==> src/rtl/core/mvp_pkg.sv <==
// Shared constants and codes for the move velocity profile block.
`timescale 1ns / 1ps

package mvp_pkg;

  // Fixed-point format of positions, speeds and distances
  localparam int FRAC_BITS = 16;

  // Field widths
  localparam int POS_W      = 32;
  localparam int DRIVE_W    = 16;
  localparam int SPEED_W    = 21;
  localparam int DIST_W     = 31;
  localparam int ANGLE_W    = 24;
  localparam int ACCEL_W    = 25;
  localparam int TICK_W     = 32;

  // Configuration port
  localparam int CFG_IDX_W  = 3;
  localparam int CFG_DATA_W = 31;

  typedef enum logic [CFG_IDX_W-1:0] {
    CFG_MODE        = 3'd0,
    CFG_CRUISE      = 3'd1,
    CFG_TARGET      = 3'd2,
    CFG_ANGLE       = 3'd3,
    CFG_SEPARATION  = 3'd4,
    CFG_MAX_ACCEL   = 3'd5,
    CFG_ACCEL_TICK  = 3'd6,
    CFG_MIN_SPEED   = 3'd7
  } cfg_idx_t;

  // Move modes
  localparam logic MODE_STRAIGHT = 1'b0;
  localparam logic MODE_SPIN     = 1'b1;

  // Travel and remaining distance
  localparam int TRAVEL_W   = POS_W + 1;   // signed travel since start
  localparam int WIDE_W     = POS_W + 3;   // signed remaining before clamp
  localparam int REM_W      = POS_W + 1;   // positive remaining distance

  // Shared multiplier
  localparam int MUL_A_W    = ACCEL_W;
  localparam int MUL_B_W    = REM_W;
  localparam int PROD_W     = MUL_A_W + MUL_B_W;

  // Square root unit
  localparam int SQ_IN_W    = PROD_W + 2;
  localparam int SQ_ROOT_W  = SQ_IN_W / 2;
  localparam int SQ_CNT_W   = $clog2(SQ_ROOT_W);

  // Drive scaling
  localparam int SCALE_W    = 7;
  localparam logic [SCALE_W-1:0] DRIVE_SCALE = 7'd100;
  localparam int DRV_PROD_W = SPEED_W + SCALE_W;
  localparam logic [DRV_PROD_W-1:0] DRIVE_MAX = DRV_PROD_W'(32767);

endpackage

==> src/rtl/core/mvp_ifs.sv <==
// Valid/ready channel interfaces for position requests and drive results.
`timescale 1ns / 1ps

interface mvp_in_if;
  logic                                valid;
  logic                                ready;
  logic signed [mvp_pkg::POS_W-1:0]    left_position;
  logic signed [mvp_pkg::POS_W-1:0]    right_position;
  logic                                start_req;
  logic                                stop_request;

  modport source (
    output valid, left_position, right_position, start_req, stop_request,
    input  ready
  );
  modport sink (
    input  valid, left_position, right_position, start_req, stop_request,
    output ready
  );
endinterface

interface mvp_out_if;
  logic                                valid;
  logic                                ready;
  logic signed [mvp_pkg::DRIVE_W-1:0]  left_drive;
  logic signed [mvp_pkg::DRIVE_W-1:0]  right_drive;
  logic                                done_res;

  modport source (
    output valid, left_drive, right_drive, done_res,
    input  ready
  );
  modport sink (
    input  valid, left_drive, right_drive, done_res,
    output ready
  );
endinterface

==> src/rtl/core/mvp_isqrt.sv <==
// Iterative floor square root, two radicand bits per cycle.
`timescale 1ns / 1ps

module mvp_isqrt (
  input  logic                            clk,
  input  logic                            rst_n,
  input  logic                            start,
  input  logic [mvp_pkg::SQ_IN_W-1:0]     radicand,
  output logic                            done,
  output logic [mvp_pkg::SQ_ROOT_W-1:0]   root
);

  localparam int RW = mvp_pkg::SQ_ROOT_W;

  logic [mvp_pkg::SQ_IN_W-1:0]  rad_r;
  logic [RW+1:0]                rem_r;
  logic [RW-1:0]                root_r;
  logic [mvp_pkg::SQ_CNT_W-1:0] cnt_r;
  logic                         busy_r;
  logic                         done_r;

  logic [RW+3:0] rem_sh;
  logic [RW+3:0] trial;
  logic [RW+3:0] diff;
  logic          fits;

  // one restoring step: bring down two bits, try (4*root + 1)
  assign rem_sh = {rem_r, rad_r[mvp_pkg::SQ_IN_W-1 -: 2]};
  assign trial  = {2'b00, root_r, 2'b01};
  assign diff   = rem_sh - trial;
  assign fits   = (rem_sh >= trial);

  always_ff @(posedge clk) begin
    if (!rst_n) begin
      rad_r  <= '0;
      rem_r  <= '0;
      root_r <= '0;
      cnt_r  <= '0;
      busy_r <= 1'b0;
      done_r <= 1'b0;
    end else begin
      done_r <= 1'b0;
      if (start) begin
        rad_r  <= radicand;
        rem_r  <= '0;
        root_r <= '0;
        cnt_r  <= '0;
        busy_r <= 1'b1;
      end else if (busy_r) begin
        rad_r  <= {rad_r[mvp_pkg::SQ_IN_W-3:0], 2'b00};
        rem_r  <= fits ? diff[RW+1:0] : rem_sh[RW+1:0];
        root_r <= {root_r[RW-2:0], fits};
        if (cnt_r == mvp_pkg::SQ_CNT_W'(RW - 1)) begin
          busy_r <= 1'b0;
          done_r <= 1'b1;
          cnt_r  <= '0;
        end else begin
          cnt_r <= cnt_r + 1'b1;
        end
      end
    end
  end

  assign done = done_r;
  assign root = root_r;

  // counter rests at zero between roots
  a_cnt_idle: assert property (@(posedge clk) disable iff (!rst_n)
    !busy_r |-> cnt_r == '0)
    else $error("isqrt counter not cleared while idle");

  // done pulses only at the end of a busy run
  a_done_end: assert property (@(posedge clk) disable iff (!rst_n)
    $rose(done_r) |-> $past(busy_r))
    else $error("isqrt done without a run");

  // done is a single-cycle pulse
  a_done_single: assert property (@(posedge clk) disable iff (!rst_n)
    done_r |=> !done_r)
    else $error("isqrt done held longer than one cycle");

endmodule

==> src/rtl/core/move_velocity_profile.sv <==
// Top level: trapezoidal velocity profile for a two-wheeled base.
// A moving tick runs the measure, travel, target, remaining, multiply (MULQ, MULA),
//   square root, min, drive and output states; a tick that ends the move goes from the
//   remaining state to output, and an idle tick from the travel state to output. The
//   30-step square root unit is the longest part of a moving tick.
// A new request is taken as soon as the result is loaded, even if it waits for out ready.
// Reset (synchronous, rst_n low) clears all registers, the move state and the channels.
`timescale 1ns / 1ps

module move_velocity_profile (
  input  logic                              clk,
  input  logic                              rst_n,
  input  logic                              cfg_we,
  input  logic [mvp_pkg::CFG_IDX_W-1:0]     cfg_index,
  input  logic [mvp_pkg::CFG_DATA_W-1:0]    cfg_data,
  mvp_in_if.sink                            in_if,
  mvp_out_if.source                         out_if
);

  typedef enum logic [3:0] {
    S_IDLE, S_MEAS, S_TRAV, S_TGT, S_REM, S_MULQ, S_MULA, S_SQRT,
    S_MIN, S_DRV, S_OUT
  } state_t;

  // configuration registers
  logic                                 mode_r;
  logic [mvp_pkg::SPEED_W-1:0]          cruise_r;
  logic [mvp_pkg::DIST_W-1:0]           target_r;
  logic signed [mvp_pkg::ANGLE_W-1:0]   angle_r;
  logic [mvp_pkg::SPEED_W-1:0]          sep_r;
  logic [mvp_pkg::ACCEL_W-1:0]          max_accel_r;
  logic [mvp_pkg::SPEED_W-1:0]          accel_tick_r;
  logic [mvp_pkg::SPEED_W-1:0]          speed_floor_r;

  // move state
  logic signed [mvp_pkg::POS_W-1:0]     start_pos_r;
  logic [mvp_pkg::TICK_W-1:0]           tick_r;
  logic                                 moving_r;

  // working registers
  state_t                               state_r;
  logic signed [mvp_pkg::POS_W-1:0]     left_r;
  logic signed [mvp_pkg::POS_W-1:0]     right_r;
  logic                                 start_r;
  logic                                 stop_r;
  logic signed [mvp_pkg::POS_W-1:0]     meas_r;
  logic signed [mvp_pkg::TRAVEL_W-1:0]  travel_r;
  logic [mvp_pkg::REM_W-1:0]            rem_r;
  logic [mvp_pkg::PROD_W-1:0]           prod_r;
  logic [mvp_pkg::SPEED_W-1:0]          speed_r;
  logic signed [mvp_pkg::DRIVE_W-1:0]   pend_left_r;
  logic signed [mvp_pkg::DRIVE_W-1:0]   pend_right_r;
  logic                                 pend_done_r;

  // result register
  logic                                 out_valid_r;
  logic signed [mvp_pkg::DRIVE_W-1:0]   out_left_r;
  logic signed [mvp_pkg::DRIVE_W-1:0]   out_right_r;
  logic                                 out_done_r;

  // combinational helpers
  logic signed [mvp_pkg::POS_W:0]       pos_sum;
  logic signed [mvp_pkg::POS_W-1:0]     meas_val;
  logic [mvp_pkg::ANGLE_W-1:0]          angle_abs;
  logic [mvp_pkg::MUL_A_W-1:0]          mul_a;
  logic [mvp_pkg::MUL_B_W-1:0]          mul_b;
  logic signed [mvp_pkg::WIDE_W-1:0]    target_val;
  logic signed [mvp_pkg::WIDE_W-1:0]    rem_val;
  logic                                 finish;
  logic                                 sq_start;
  logic                                 sq_done;
  logic [mvp_pkg::SQ_ROOT_W-1:0]        sq_root;
  logic [mvp_pkg::SQ_ROOT_W-1:0]        min1;
  logic [mvp_pkg::SPEED_W-1:0]          prof;
  logic [mvp_pkg::SPEED_W-1:0]          prof_mode;
  logic [mvp_pkg::SPEED_W-1:0]          speed_nxt;
  logic [mvp_pkg::DRV_PROD_W-1:0]       drv_prod;
  logic [mvp_pkg::DRV_PROD_W-1:0]       drv_raw;
  logic signed [mvp_pkg::DRIVE_W-1:0]   drv_pos;
  logic signed [mvp_pkg::DRIVE_W-1:0]   drv_neg;
  logic                                 out_load;

  // measured position: floor of the wheel mean, or the leading wheel in a spin
  assign pos_sum  = {left_r[mvp_pkg::POS_W-1], left_r} + {right_r[mvp_pkg::POS_W-1], right_r};
  assign meas_val = (mode_r == mvp_pkg::MODE_SPIN) ?
                    ((angle_r > 0) ? right_r : left_r) : pos_sum[mvp_pkg::POS_W:1];

  assign angle_abs = angle_r[mvp_pkg::ANGLE_W-1] ? mvp_pkg::ANGLE_W'(-angle_r)
                                                 : mvp_pkg::ANGLE_W'(angle_r);

  // shared multiplier operand select
  always_comb begin
    case (state_r)
      S_TGT: begin
        mul_a = mvp_pkg::MUL_A_W'(angle_abs);
        mul_b = mvp_pkg::MUL_B_W'(sep_r);
      end
      S_MULQ: begin
        mul_a = max_accel_r;
        mul_b = rem_r;
      end
      default: begin
        mul_a = mvp_pkg::MUL_A_W'(accel_tick_r);
        mul_b = mvp_pkg::MUL_B_W'(tick_r);
      end
    endcase
  end

  // remaining distance against the straight target or the spin arc
  assign target_val = (mode_r == mvp_pkg::MODE_SPIN) ?
                      mvp_pkg::WIDE_W'(prod_r >> (mvp_pkg::FRAC_BITS + 1)) :
                      mvp_pkg::WIDE_W'(target_r);
  assign rem_val = target_val - mvp_pkg::WIDE_W'(travel_r);
  assign finish  = rem_val[mvp_pkg::WIDE_W-1] || (rem_val == '0) || stop_r;

  // braking root of 2 * max_accel * remaining
  assign sq_start = (state_r == S_MULA);

  mvp_isqrt u_isqrt (
    .clk      (clk),
    .rst_n    (rst_n),
    .start    (sq_start),
    .radicand (mvp_pkg::SQ_IN_W'({prod_r, 1'b0})),
    .done     (sq_done),
    .root     (sq_root)
  );

  // profile: min of cruise, root and ramp, halved in a spin, floored at min speed
  assign min1 = (sq_root < mvp_pkg::SQ_ROOT_W'(cruise_r)) ? sq_root
                                                          : mvp_pkg::SQ_ROOT_W'(cruise_r);
  assign prof = (prod_r < mvp_pkg::PROD_W'(min1)) ? mvp_pkg::SPEED_W'(prod_r)
                                                  : mvp_pkg::SPEED_W'(min1);
  assign prof_mode = (mode_r == mvp_pkg::MODE_SPIN) ? (prof >> 1) : prof;
  assign speed_nxt = (prof_mode < speed_floor_r) ? speed_floor_r : prof_mode;

  // drive = floor(100 * speed), saturated
  assign drv_prod = mvp_pkg::DRV_PROD_W'(speed_r) * mvp_pkg::DRV_PROD_W'(mvp_pkg::DRIVE_SCALE);
  assign drv_raw  = drv_prod >> mvp_pkg::FRAC_BITS;
  assign drv_pos  = (drv_raw > mvp_pkg::DRIVE_MAX) ? mvp_pkg::DRIVE_W'(mvp_pkg::DRIVE_MAX)
                                                   : mvp_pkg::DRIVE_W'(drv_raw);
  assign drv_neg  = mvp_pkg::DRIVE_W'(0) - drv_pos;

  assign out_load = (state_r == S_OUT) && (!out_valid_r || out_if.ready);

  // configuration writes
  always_ff @(posedge clk) begin
    if (!rst_n) begin
      mode_r        <= mvp_pkg::MODE_STRAIGHT;
      cruise_r      <= '0;
      target_r      <= '0;
      angle_r       <= '0;
      sep_r         <= '0;
      max_accel_r   <= '0;
      accel_tick_r  <= '0;
      speed_floor_r <= '0;
    end else if (cfg_we) begin
      unique case (mvp_pkg::cfg_idx_t'(cfg_index))
        mvp_pkg::CFG_MODE:       mode_r        <= cfg_data[0];
        mvp_pkg::CFG_CRUISE:     cruise_r      <= cfg_data[mvp_pkg::SPEED_W-1:0];
        mvp_pkg::CFG_TARGET:     target_r      <= cfg_data[mvp_pkg::DIST_W-1:0];
        mvp_pkg::CFG_ANGLE:      angle_r       <= cfg_data[mvp_pkg::ANGLE_W-1:0];
        mvp_pkg::CFG_SEPARATION: sep_r         <= cfg_data[mvp_pkg::SPEED_W-1:0];
        mvp_pkg::CFG_MAX_ACCEL:  max_accel_r   <= cfg_data[mvp_pkg::ACCEL_W-1:0];
        mvp_pkg::CFG_ACCEL_TICK: accel_tick_r  <= cfg_data[mvp_pkg::SPEED_W-1:0];
        mvp_pkg::CFG_MIN_SPEED:  speed_floor_r <= cfg_data[mvp_pkg::SPEED_W-1:0];
      endcase
    end
  end

  // sequencer, move state and result register
  always_ff @(posedge clk) begin
    if (!rst_n) begin
      state_r      <= S_IDLE;
      start_pos_r  <= '0;
      tick_r       <= '0;
      moving_r     <= 1'b0;
      left_r       <= '0;
      right_r      <= '0;
      start_r      <= 1'b0;
      stop_r       <= 1'b0;
      meas_r       <= '0;
      travel_r     <= '0;
      rem_r        <= '0;
      prod_r       <= '0;
      speed_r      <= '0;
      pend_left_r  <= '0;
      pend_right_r <= '0;
      pend_done_r  <= 1'b0;
      out_valid_r  <= 1'b0;
      out_left_r   <= '0;
      out_right_r  <= '0;
      out_done_r   <= 1'b0;
    end else begin
      // result taken and nothing new loaded behind it
      if (out_valid_r && out_if.ready && !out_load) begin
        out_valid_r <= 1'b0;
      end
      if (state_r == S_TGT || state_r == S_MULQ || state_r == S_MULA) begin
        prod_r <= mul_a * mul_b;
      end
      unique case (state_r)
        S_IDLE: begin
          if (in_if.valid) begin
            left_r  <= in_if.left_position;
            right_r <= in_if.right_position;
            start_r <= in_if.start_req;
            stop_r  <= in_if.stop_request;
            state_r <= S_MEAS;
          end
        end
        S_MEAS: begin
          meas_r  <= meas_val;
          state_r <= S_TRAV;
        end
        S_TRAV: begin
          // a start tick latches the reference and clears the ramp
          if (start_r) begin
            start_pos_r <= meas_r;
            tick_r      <= '0;
            moving_r    <= 1'b1;
            travel_r    <= '0;
            state_r     <= S_TGT;
          end else if (moving_r) begin
            travel_r <= mvp_pkg::TRAVEL_W'(meas_r) - mvp_pkg::TRAVEL_W'(start_pos_r);
            state_r  <= S_TGT;
          end else begin
            pend_left_r  <= '0;
            pend_right_r <= '0;
            pend_done_r  <= 1'b1;
            state_r      <= S_OUT;
          end
        end
        S_TGT: begin
          state_r <= S_REM;
        end
        S_REM: begin
          if (finish) begin
            moving_r     <= 1'b0;
            pend_left_r  <= '0;
            pend_right_r <= '0;
            pend_done_r  <= 1'b1;
            state_r      <= S_OUT;
          end else begin
            rem_r   <= rem_val[mvp_pkg::REM_W-1:0];
            state_r <= S_MULQ;
          end
        end
        S_MULQ: begin
          state_r <= S_MULA;
        end
        S_MULA: begin
          // ramp product taken this cycle, then the count moves on
          if (tick_r != '1) begin
            tick_r <= tick_r + 1'b1;
          end
          state_r <= S_SQRT;
        end
        S_SQRT: begin
          if (sq_done) begin
            state_r <= S_MIN;
          end
        end
        S_MIN: begin
          speed_r <= speed_nxt;
          state_r <= S_DRV;
        end
        S_DRV: begin
          pend_done_r <= 1'b0;
          if (mode_r == mvp_pkg::MODE_SPIN) begin
            pend_left_r  <= (angle_r > 0) ? drv_neg : drv_pos;
            pend_right_r <= (angle_r > 0) ? drv_pos : drv_neg;
          end else begin
            pend_left_r  <= drv_pos;
            pend_right_r <= drv_pos;
          end
          state_r <= S_OUT;
        end
        S_OUT: begin
          if (out_load) begin
            out_valid_r <= 1'b1;
            out_left_r  <= pend_left_r;
            out_right_r <= pend_right_r;
            out_done_r  <= pend_done_r;
            state_r     <= S_IDLE;
          end
        end
        default: state_r <= S_IDLE;
      endcase
    end
  end

  assign in_if.ready        = (state_r == S_IDLE) && rst_n;
  assign out_if.valid       = out_valid_r;
  assign out_if.left_drive  = out_left_r;
  assign out_if.right_drive = out_right_r;
  assign out_if.done_res    = out_done_r;

  // a new result appears only from the output state
  a_out_src: assert property (@(posedge clk) disable iff (!rst_n)
    $rose(out_valid_r) |-> $past(state_r == S_OUT))
    else $error("result raised outside the output state");

  // finished or idle ticks carry zero drives
  a_done_zero: assert property (@(posedge clk) disable iff (!rst_n)
    (out_valid_r && out_done_r) |-> (out_left_r == '0) && (out_right_r == '0))
    else $error("done result with nonzero drive");

  // a moving result leaves the move in progress
  a_moving: assert property (@(posedge clk) disable iff (!rst_n)
    ($rose(out_valid_r) && !out_done_r) |-> moving_r)
    else $error("drive result while no move in progress");

  // tick count changes only at the ramp step or a start
  a_tick: assert property (@(posedge clk) disable iff (!rst_n)
    (state_r != S_MULA && state_r != S_TRAV) |=> $stable(tick_r))
    else $error("tick count changed outside its update points");

endmodule

==> src/flat_wrapper.sv <==
// flat-port wrapper written by rule: the top's interface ports become plain ports
module move_velocity_profile_flat 
  (clk, rst_n, cfg_we, cfg_index, cfg_data, in_if_valid, in_if_left_position, in_if_right_position, in_if_start_req, in_if_stop_request, in_if_ready, out_if_valid, out_if_left_drive, out_if_right_drive, out_if_done_res, out_if_ready);
  mvp_in_if in_if_i ();
  mvp_out_if out_if_i ();
  input  logic clk;
  input  logic rst_n;
  input  logic cfg_we;
  input  logic [mvp_pkg::CFG_IDX_W-1:0] cfg_index;
  input  logic [mvp_pkg::CFG_DATA_W-1:0] cfg_data;
  input wire logic [$bits(in_if_i.valid)-1:0] in_if_valid;
  input wire logic [$bits(in_if_i.left_position)-1:0] in_if_left_position;
  input wire logic [$bits(in_if_i.right_position)-1:0] in_if_right_position;
  input wire logic [$bits(in_if_i.start_req)-1:0] in_if_start_req;
  input wire logic [$bits(in_if_i.stop_request)-1:0] in_if_stop_request;
  output wire logic [$bits(in_if_i.ready)-1:0] in_if_ready;
  output wire logic [$bits(out_if_i.valid)-1:0] out_if_valid;
  output wire logic [$bits(out_if_i.left_drive)-1:0] out_if_left_drive;
  output wire logic [$bits(out_if_i.right_drive)-1:0] out_if_right_drive;
  output wire logic [$bits(out_if_i.done_res)-1:0] out_if_done_res;
  input wire logic [$bits(out_if_i.ready)-1:0] out_if_ready;
  assign in_if_i.valid = in_if_valid;
  assign in_if_i.left_position = in_if_left_position;
  assign in_if_i.right_position = in_if_right_position;
  assign in_if_i.start_req = in_if_start_req;
  assign in_if_i.stop_request = in_if_stop_request;
  assign in_if_ready = in_if_i.ready;
  assign out_if_valid = out_if_i.valid;
  assign out_if_left_drive = out_if_i.left_drive;
  assign out_if_right_drive = out_if_i.right_drive;
  assign out_if_done_res = out_if_i.done_res;
  assign out_if_i.ready = out_if_ready;
  move_velocity_profile u_core (.clk(clk), .rst_n(rst_n), .cfg_we(cfg_we), .cfg_index(cfg_index), .cfg_data(cfg_data), .in_if(in_if_i), .out_if(out_if_i));
endmodule
==> config.mk <==
export PLATFORM = sky130hd
export DESIGN_NAME = move_velocity_profile_flat
export DESIGN_NICKNAME = d
export VERILOG_FILES = /design/src/rtl/core/mvp_pkg.sv /design/src/rtl/core/mvp_ifs.sv /design/src/rtl/core/mvp_isqrt.sv /design/src/rtl/core/move_velocity_profile.sv /design/src/flat_wrapper.sv
export SDC_FILE = /design/constraint.sdc
export NUM_CORES = 2
export LEC_CHECK = 0
export BUFFER_PORTS_ARGS = -buffer_cell sky130_fd_sc_hd__buf_4
export CAP_MARGIN = 25
export CORE_MARGIN = 2
export CORE_UTILIZATION = 46
export CTS_CLUSTER_SIZE = 16
export DETAILED_ROUTE_END_ITERATION = 10
export HOLD_SLACK_MARGIN = 0.15
export PLACE_DENSITY = 0.62
export SLEW_MARGIN = 25
export SYNTH_ARGS = -nofsm -noshare
export SYNTH_HDL_FRONTEND = slang
export SYNTH_HIERARCHICAL = 1
export SYNTH_SLANG_ARGS = --single-unit
==> constraint.sdc <==
create_clock -name clk -period 9.5 [get_ports clk]
set_input_delay 0 -clock clk [delete_from_list [all_inputs] [get_ports clk]]
set_output_delay 0 -clock clk [all_outputs]
set_load 0.01 [all_outputs]
; ---- Word-level counts from Yosys, hierarchy flattened
; Index checks and enable logic that the tools add are counted.
; W data, S select, Z words.
[classes]
multipliers = 2
reduce_logical = 38
n_addsub = 8
n_lt_le_gt_ge = 6
mux = 50
n_eq_ne = 27
n_bitwise = 3
[ops]
columns = cell, count
row1 = $mux W32, 5
row2 = $mux W59, 2
row3 = $mux W16, 7
row4 = $pmux W16 S3, 2
row5 = $mux W33, 2
row6 = $pmux W33 S2, 1
row7 = $pmux W32 S2, 1
row8 = $mux W21, 3
row9 = $lt A58 B30 Y1, 1
row10 = $mul A25 B33 Y58, 1
row11 = $pmux W25 S2, 1
row12 = $pmux W4 S11, 1
row13 = $logic_not A35 Y1, 1
row14 = $mux W35, 1
row15 = $sub A35 B33 Y35, 1
row16 = $ge A34 B32 Y1, 1
row17 = $add A32 B32 Y33, 1
row18 = $sub A32 B32 Y33, 1
row19 = $add A32 B1 Y32 const B, 1
row20 = $ne A32 B32 Y1 const B, 1
row21 = $sub A32 B32 Y32, 1
row22 = $lt A30 B21 Y1, 1
row23 = $mux W30, 1
row24 = $mul A21 B5 Y26 const B, 1
row25 = other kinds (36), 95
[totals]
elab_cells = 169
output_inout_bits = 35
regBits = 672

; ---- Logic depth before layout (Yosys ltp)
[depth]
depth_word = 8
depth_mapped = 38

; ---- By module
; Netlist, hierarchy kept.
[by_module_without_submodules]
columns = mod, cells_each, instances, area_per_inst_um2
row1 = move_velocity_profile, 7215, 1, 57923.1
row2 = mvp_isqrt, 893, 1, 7337.0

; ---- Least setup slack after synthesis
; Ideal clock, no wire load.
[synth_path]
kind = register -> register
startpoint = reg u_core/angle_r[0] in the netlist's numbering
endpoint = reg u_core/prod_r[46] in the netlist's numbering
required_ps = 9438
setup_slack_ps = 655
stages_incl_launch_ff = 35
setup_ps = 62
arrival_ps = 8783
path_cell_list = dfxtp_1 -> nor3_1 -> nand2_1 -> or3_1 -> nor2_1 -> nand2_1 -> or3_1 -> o41ai_1 -> xor2_1 -> nor2_1 -> a221oi_1 -> clkbuf_1 -> nor2_1 -> fa_1 -> inv_1 -> fa_1 -> inv_1 -> fa_1 -> fa_1 -> fa_1 -> fa_1 -> inv_1 -> fa_1 -> inv_1 -> ha_1 -> nand2_1 -> nor2_1 -> nand3_1 -> or3_1 -> o21a_1 -> o31a_1 -> o21ai_0 -> a21oi_1 -> or4_1 -> nand3_1
[synth_via]
elab_chain_len = 4
[synth_rtl]
columns = item, line
row1 = start: declaration, move_velocity_profile.sv:29  ; logic signed [mvp_pkg::ANGLE_W-1:0] angle_r;
row2 = start signal: assignment, move_velocity_profile.sv:161  ; mvp_pkg::CFG_ANGLE: angle_r <= cfg_data[mvp_pkg::ANGLE_W-1:0];
row3 = $neg A24 Y24, move_velocity_profile.sv:88  ; assign angle_abs = angle_r[mvp_pkg::ANGLE_W-1] ? mvp_pkg::ANGLE_W'(-angle_r)
row4 = $mux W24 *, move_velocity_profile.sv:88
row5 = $pmux W25 S2 *, move_velocity_profile.sv:93  ; case (state_r)
row6 = $mul A25 B33 Y58 *, move_velocity_profile.sv:199  ; prod_r <= mul_a * mul_b;
row7 = end signal: assignment, move_velocity_profile.sv:199
row8 = end: declaration, move_velocity_profile.sv:49  ; logic [mvp_pkg::PROD_W-1:0] prod_r;
; Mark *: on every way between the ends. The rest lies on a longest branch, timed or not.
; A chain may end at the register's enable or synchronous reset.

; ---- Worst setup path in the final report
[layout_path]
startpoint = reg u_core/angle_r[1] in the netlist's numbering
endpoint = reg u_core/prod_r[56] in the netlist's numbering
; Same word-level chain as after synthesis.

==> results.yml <==
status:
  status: "finished clean"
floorplanning:
  start_util_pct: 46.2
  die_area_um2: 145000
  die_y_um: 381
  rows: 138
  fp.dieW_um: 381
  coreArea_um2: 141000
  top_level_ports: 140
yosys:
  netlist_top_cells_area: "fa_1, dfxtp_1, ha_1, nand2_1, inv_1"
  syn-mean-instance-area_um2: 8.05
  synth_area_um2: 65300
  synth_top_area_cell: "fa_1"
  synthMuxAreaShare_pct: 4.28
  yosysUniqueCellTypes: 94
  yosysTopAreaCellShare_pct: 22.3
  synth_seq_area_share_pct: 20.6
  synthAdderAreaFrac_pct: 31.2
  synth_edf_count: 0
  synth-simple-area-share_pct: 18.4
  synth_xor_area_share_pct: 3.03
  ys_warn_count: 6
  ys.flop_type: "dfxtp_1"
  postSynth.asyncResetShare_pct: 0
  synth_top_family_by_area: "adder cells"
  synth_compound_area_share_pct: 13.9
  ys_ff_latch: 671
  synth_cells: 8108
setup_path:
  path_common_cell: "fa_1"
  required_ps: 10040
  reg2reg_to: "u_core/prod_r[56]$_SDFFE_PN0P_"
  crit_slowest_cell: "fa_1"
  rrSetupSlack_ps: 420
  critPathMaxFanout: 17
  cp.arrival_ps: 9620
  critPathMaxStageDelay_ps: 570
  startpoint_type: "flip-flop"
  critPathKind: "reg -> reg"
  timing.rr.start: "u_core/angle_r[1]$_SDFFE_PN0P_"
  rr_worst_depth: 35
  endpoint_kind: "flip-flop"
worst_hold_path:
  worstHoldStart: "cfg_data[3]"
  hold_depth: 4
  hold_end: "u_core/angle_r[3]$_SDFFE_PN0P_"
  hp-class: "in -> reg"
route:
  ant_nets: 0
  drtIter0Drc: 4767
  wl_per_cell_um: 20.6
  num_vias: 57500
  via_per_inst: 5.55
  drtPass1Iterations: 7
  drt_wl_total_mm: 214
  drc: 0
clocking:
  cts-root-buf: "clkbuf_16"
  cts.sinks: 671
  cts_made_buffers: 76
  clockBufferDepth: 3
  cts_tree: "yes"
  clk_latency_ps: 670
  htree_levels: 3
  clk_pin_slew_ps: 60
sta:
  whs_ps: 214
  period_share_pct: 95.6
  fin_ws_ps: 416
  clock.fmax_ghz: 0.110
  hold_violations: 0
  final-setup-viol-count: 0
  slew_headroom_pct: 23.4
  worstMarginPinSlew_ps: 1150
  fin_crit_ps: 9080
  skew_ps: 29.8
  slew_viol_final: 0
  setup_tns_ps: 0
placed_design:
  place_area_um2: 69500
  pre_cts_ws_ps: -25.5
  dp.cells: 9963
  gp_congestion: 0.935
  port_buffers: 139
  hpwlAfterDp_mm: 162
power_and_ir_drop:
  p_seq_share_pct: 34.7
  p_sw_share_pct: 34.9
  power_density_nw_per_um2: 118
  vdd_drop_max_mv: 0.157
  p_int_mw: 5.75
  clock_power_share_pct: 34.5
  p_total_mw: 8.83
  p_sw_mw: 3.08
  p_leak_nw: 33.5
  comb_power_share_pct: 30.8
global_routing:
  grt_max_degree: 209
  grt_pass1_vias: 57300
  overflow: 0
  antenna_found_initial: 4
  grt_pass1_wl_mm: 334
  grt_usage_pct: 29.3
layout:
  drive_above_1_share_pct: 8.26
  n_fill_cell: 13400
  area_growth_pct: 14.5
  regArea_um2: 13400
  stdcell_count: 10400
  multi_input_area_um2: 46600
  nets: 9699
  final_util_pct: 52.9
  final_cell_area_um2: 74700
job:
  cap_viol_max_count: 0
worst max-delay path by stage:
stage / end / from / slack [ps]
2_1_floorplan: u_core/prod_r[46]$_SDFFE_PN0P_ / u_core/angle_r[0]$_SDFFE_PN0P_ / 650
3_3_place_gp: u_core/prod_r[56]$_SDFFE_PN0P_ / u_core/angle_r[2]$_SDFFE_PN0P_ / 40
3_5_place_dp: u_core/prod_r[56]$_SDFFE_PN0P_ / u_core/angle_r[2]$_SDFFE_PN0P_ / -30
4_1_cts: u_core/prod_r[46]$_SDFFE_PN0P_ / u_core/angle_r[2]$_SDFFE_PN0P_ / 30
5_1_grt: u_core/prod_r[51]$_SDFFE_PN0P_ / u_core/angle_r[1]$_SDFFE_PN0P_ / -20
6_report: u_core/prod_r[56]$_SDFFE_PN0P_ / u_core/angle_r[1]$_SDFFE_PN0P_ / 420
worst max-delay path: cells and delay by family, from the launching register on:
family | cells | cell delay [ps]
adders and majority gates | 8 | 3730
AOI/OAI and AO/OA | 11 | 2380
and+or+nand+nor | 9 | 1540
buffers and inverters | 5 | 560
xor gates and xnor gates | 2 | 360
DFF | 1 | 340
cell families (layout without fill, tap and decap cells):
group | Yosys count | count (layout)
AO/OA/AOI/OAI | 1459 | 1459
XOR/XNOR | 226 | 226
adder cells (fa/ha/maj) | 1189 | 1189
buffers and inverters | 1488 | 1831
flip-flops | 671 | 671
multiplexers | 270 | 270
other | 2 | 12
AND/OR/NAND/NOR | 2803 | 2803
timing repair:
item | in CTS | in global routing
buffers inserted | 0 | 1
hold endpoints to repair | 281 | 0
hold buffers | 251 | 0
pin swaps | 0 | 5
endpoints found under the setup margin | 2 | 23
gates resized for setup | 2 | 23
sequential cells by signal, indices dropped and copies added, names as in the netlist, 16 cells and up:
register / count
u_core/start_pos_r: 32
u_core/u_isqrt/rad_r: 60
u_core/accel_tick_r: 21
u_core/prod_r: 58
u_core/travel_r: 33
u_core/right_r: 32
u_core/sep_r: 21
u_core/angle_r: 24
u_core/rem_r: 33
u_core/cruise_r: 21
u_core/meas_r: 32
u_core/u_isqrt/root: 30
u_core/pend_left_r: 16
u_core/speed_floor_r: 21
u_core/left_r: 32
u_core/target_r: 31
u_core/speed_r: 21
u_core/out_if.left_drive: 16
u_core/max_accel_r: 25
u_core/u_isqrt/rem_r: 32
u_core/tick_r: 32
cells in the mapped netlist (9+ instances only):
cell type  number
a211o_1        14
a211oi_1       35
a21o_1        123
a21oi_1       597
a221o_1        16
a221oi_1       21
a22o_1         12
a22oi_1        59
a31o_2         14
a31oi_1        38
a32oi_1        14
a41oi_1        11
and2_1        123
and3_1         34
and4_1         14
buf_1          39
clkbuf_1      395
dfxtp_1       671
fa_1          728
ha_1          461
inv_1        1039
mux2_2         55
mux2i_1       211
nand2_1      1456
nand2b_1       52
nand3_1       146
nand4_1        67
nor2_1        688
nor2b_1        37
nor3_1         72
nor4_1         19
o2111ai_1      11
o211ai_1       62
o21a_1         32
o21ai_0       260
o21ai_1         9
o21bai_1       23
o31ai_1        27
or2_2          20
or3_1          29
or4_1          12
xnor2_1       117
xor2_1        109
power groups by stage:
stage               combinational [mW]  clock, mW  sequential (mW)
floorplan                         1.77          0             3.07
global placement                  2.51          0             3.12
detailed placement                2.53          0             3.12
CTS                               2.68       3.09             3.06
global route                      2.94       3.21             3.08
finish                            2.72       3.04             3.06
final cells by class:
type | count | area share [%]
flip-flops and latches | 671 | 18.0
multi-input cells | 5958 | 62.4
clock inverters | 33 | 0.536
clock buffers | 100 | 2.84
well taps | 1890 | 3.17
repair buffers | 658 | 7.80
diodes | 1 | 0.00335
inverters | 1040 | 5.24
layout by cell type, fill, tap and decap left out, types with 35 or more instances in the layout:
cell and count:
nand2_1 1454, inv_1 1037, fa_1 728, nor2_1 678, dfxtp_1 669, a21oi_1 591, ha_1 461, buf_4 384
dlygate4sd3_1 251, o21ai_0 251, mux2i_1 211, nand3_1 144, and2_1 123, a21o_1 123, xnor2_1 117, xor2_1 109
clkbuf_16 76, nand4_1 67, nor3_1 65, o211ai_1 62, a22oi_1 58, mux2_2 55, nand2b_1 52, a31oi_1 38
nor2b_1 36, a211oi_1 35
per-layer routing:
layer / vias up / part of all wire (%) / GRT usage [%]
met4: 4 / 3.0 / 8.13
met5: - / 0.016 / 0
li1: 26900 / - / -
met3: 331 / 7.0 / 4.60
met1: 28300 / 44 / 40.2
met2: 1871 / 46 / 47.8
Power figures use the tool's default switching activity.
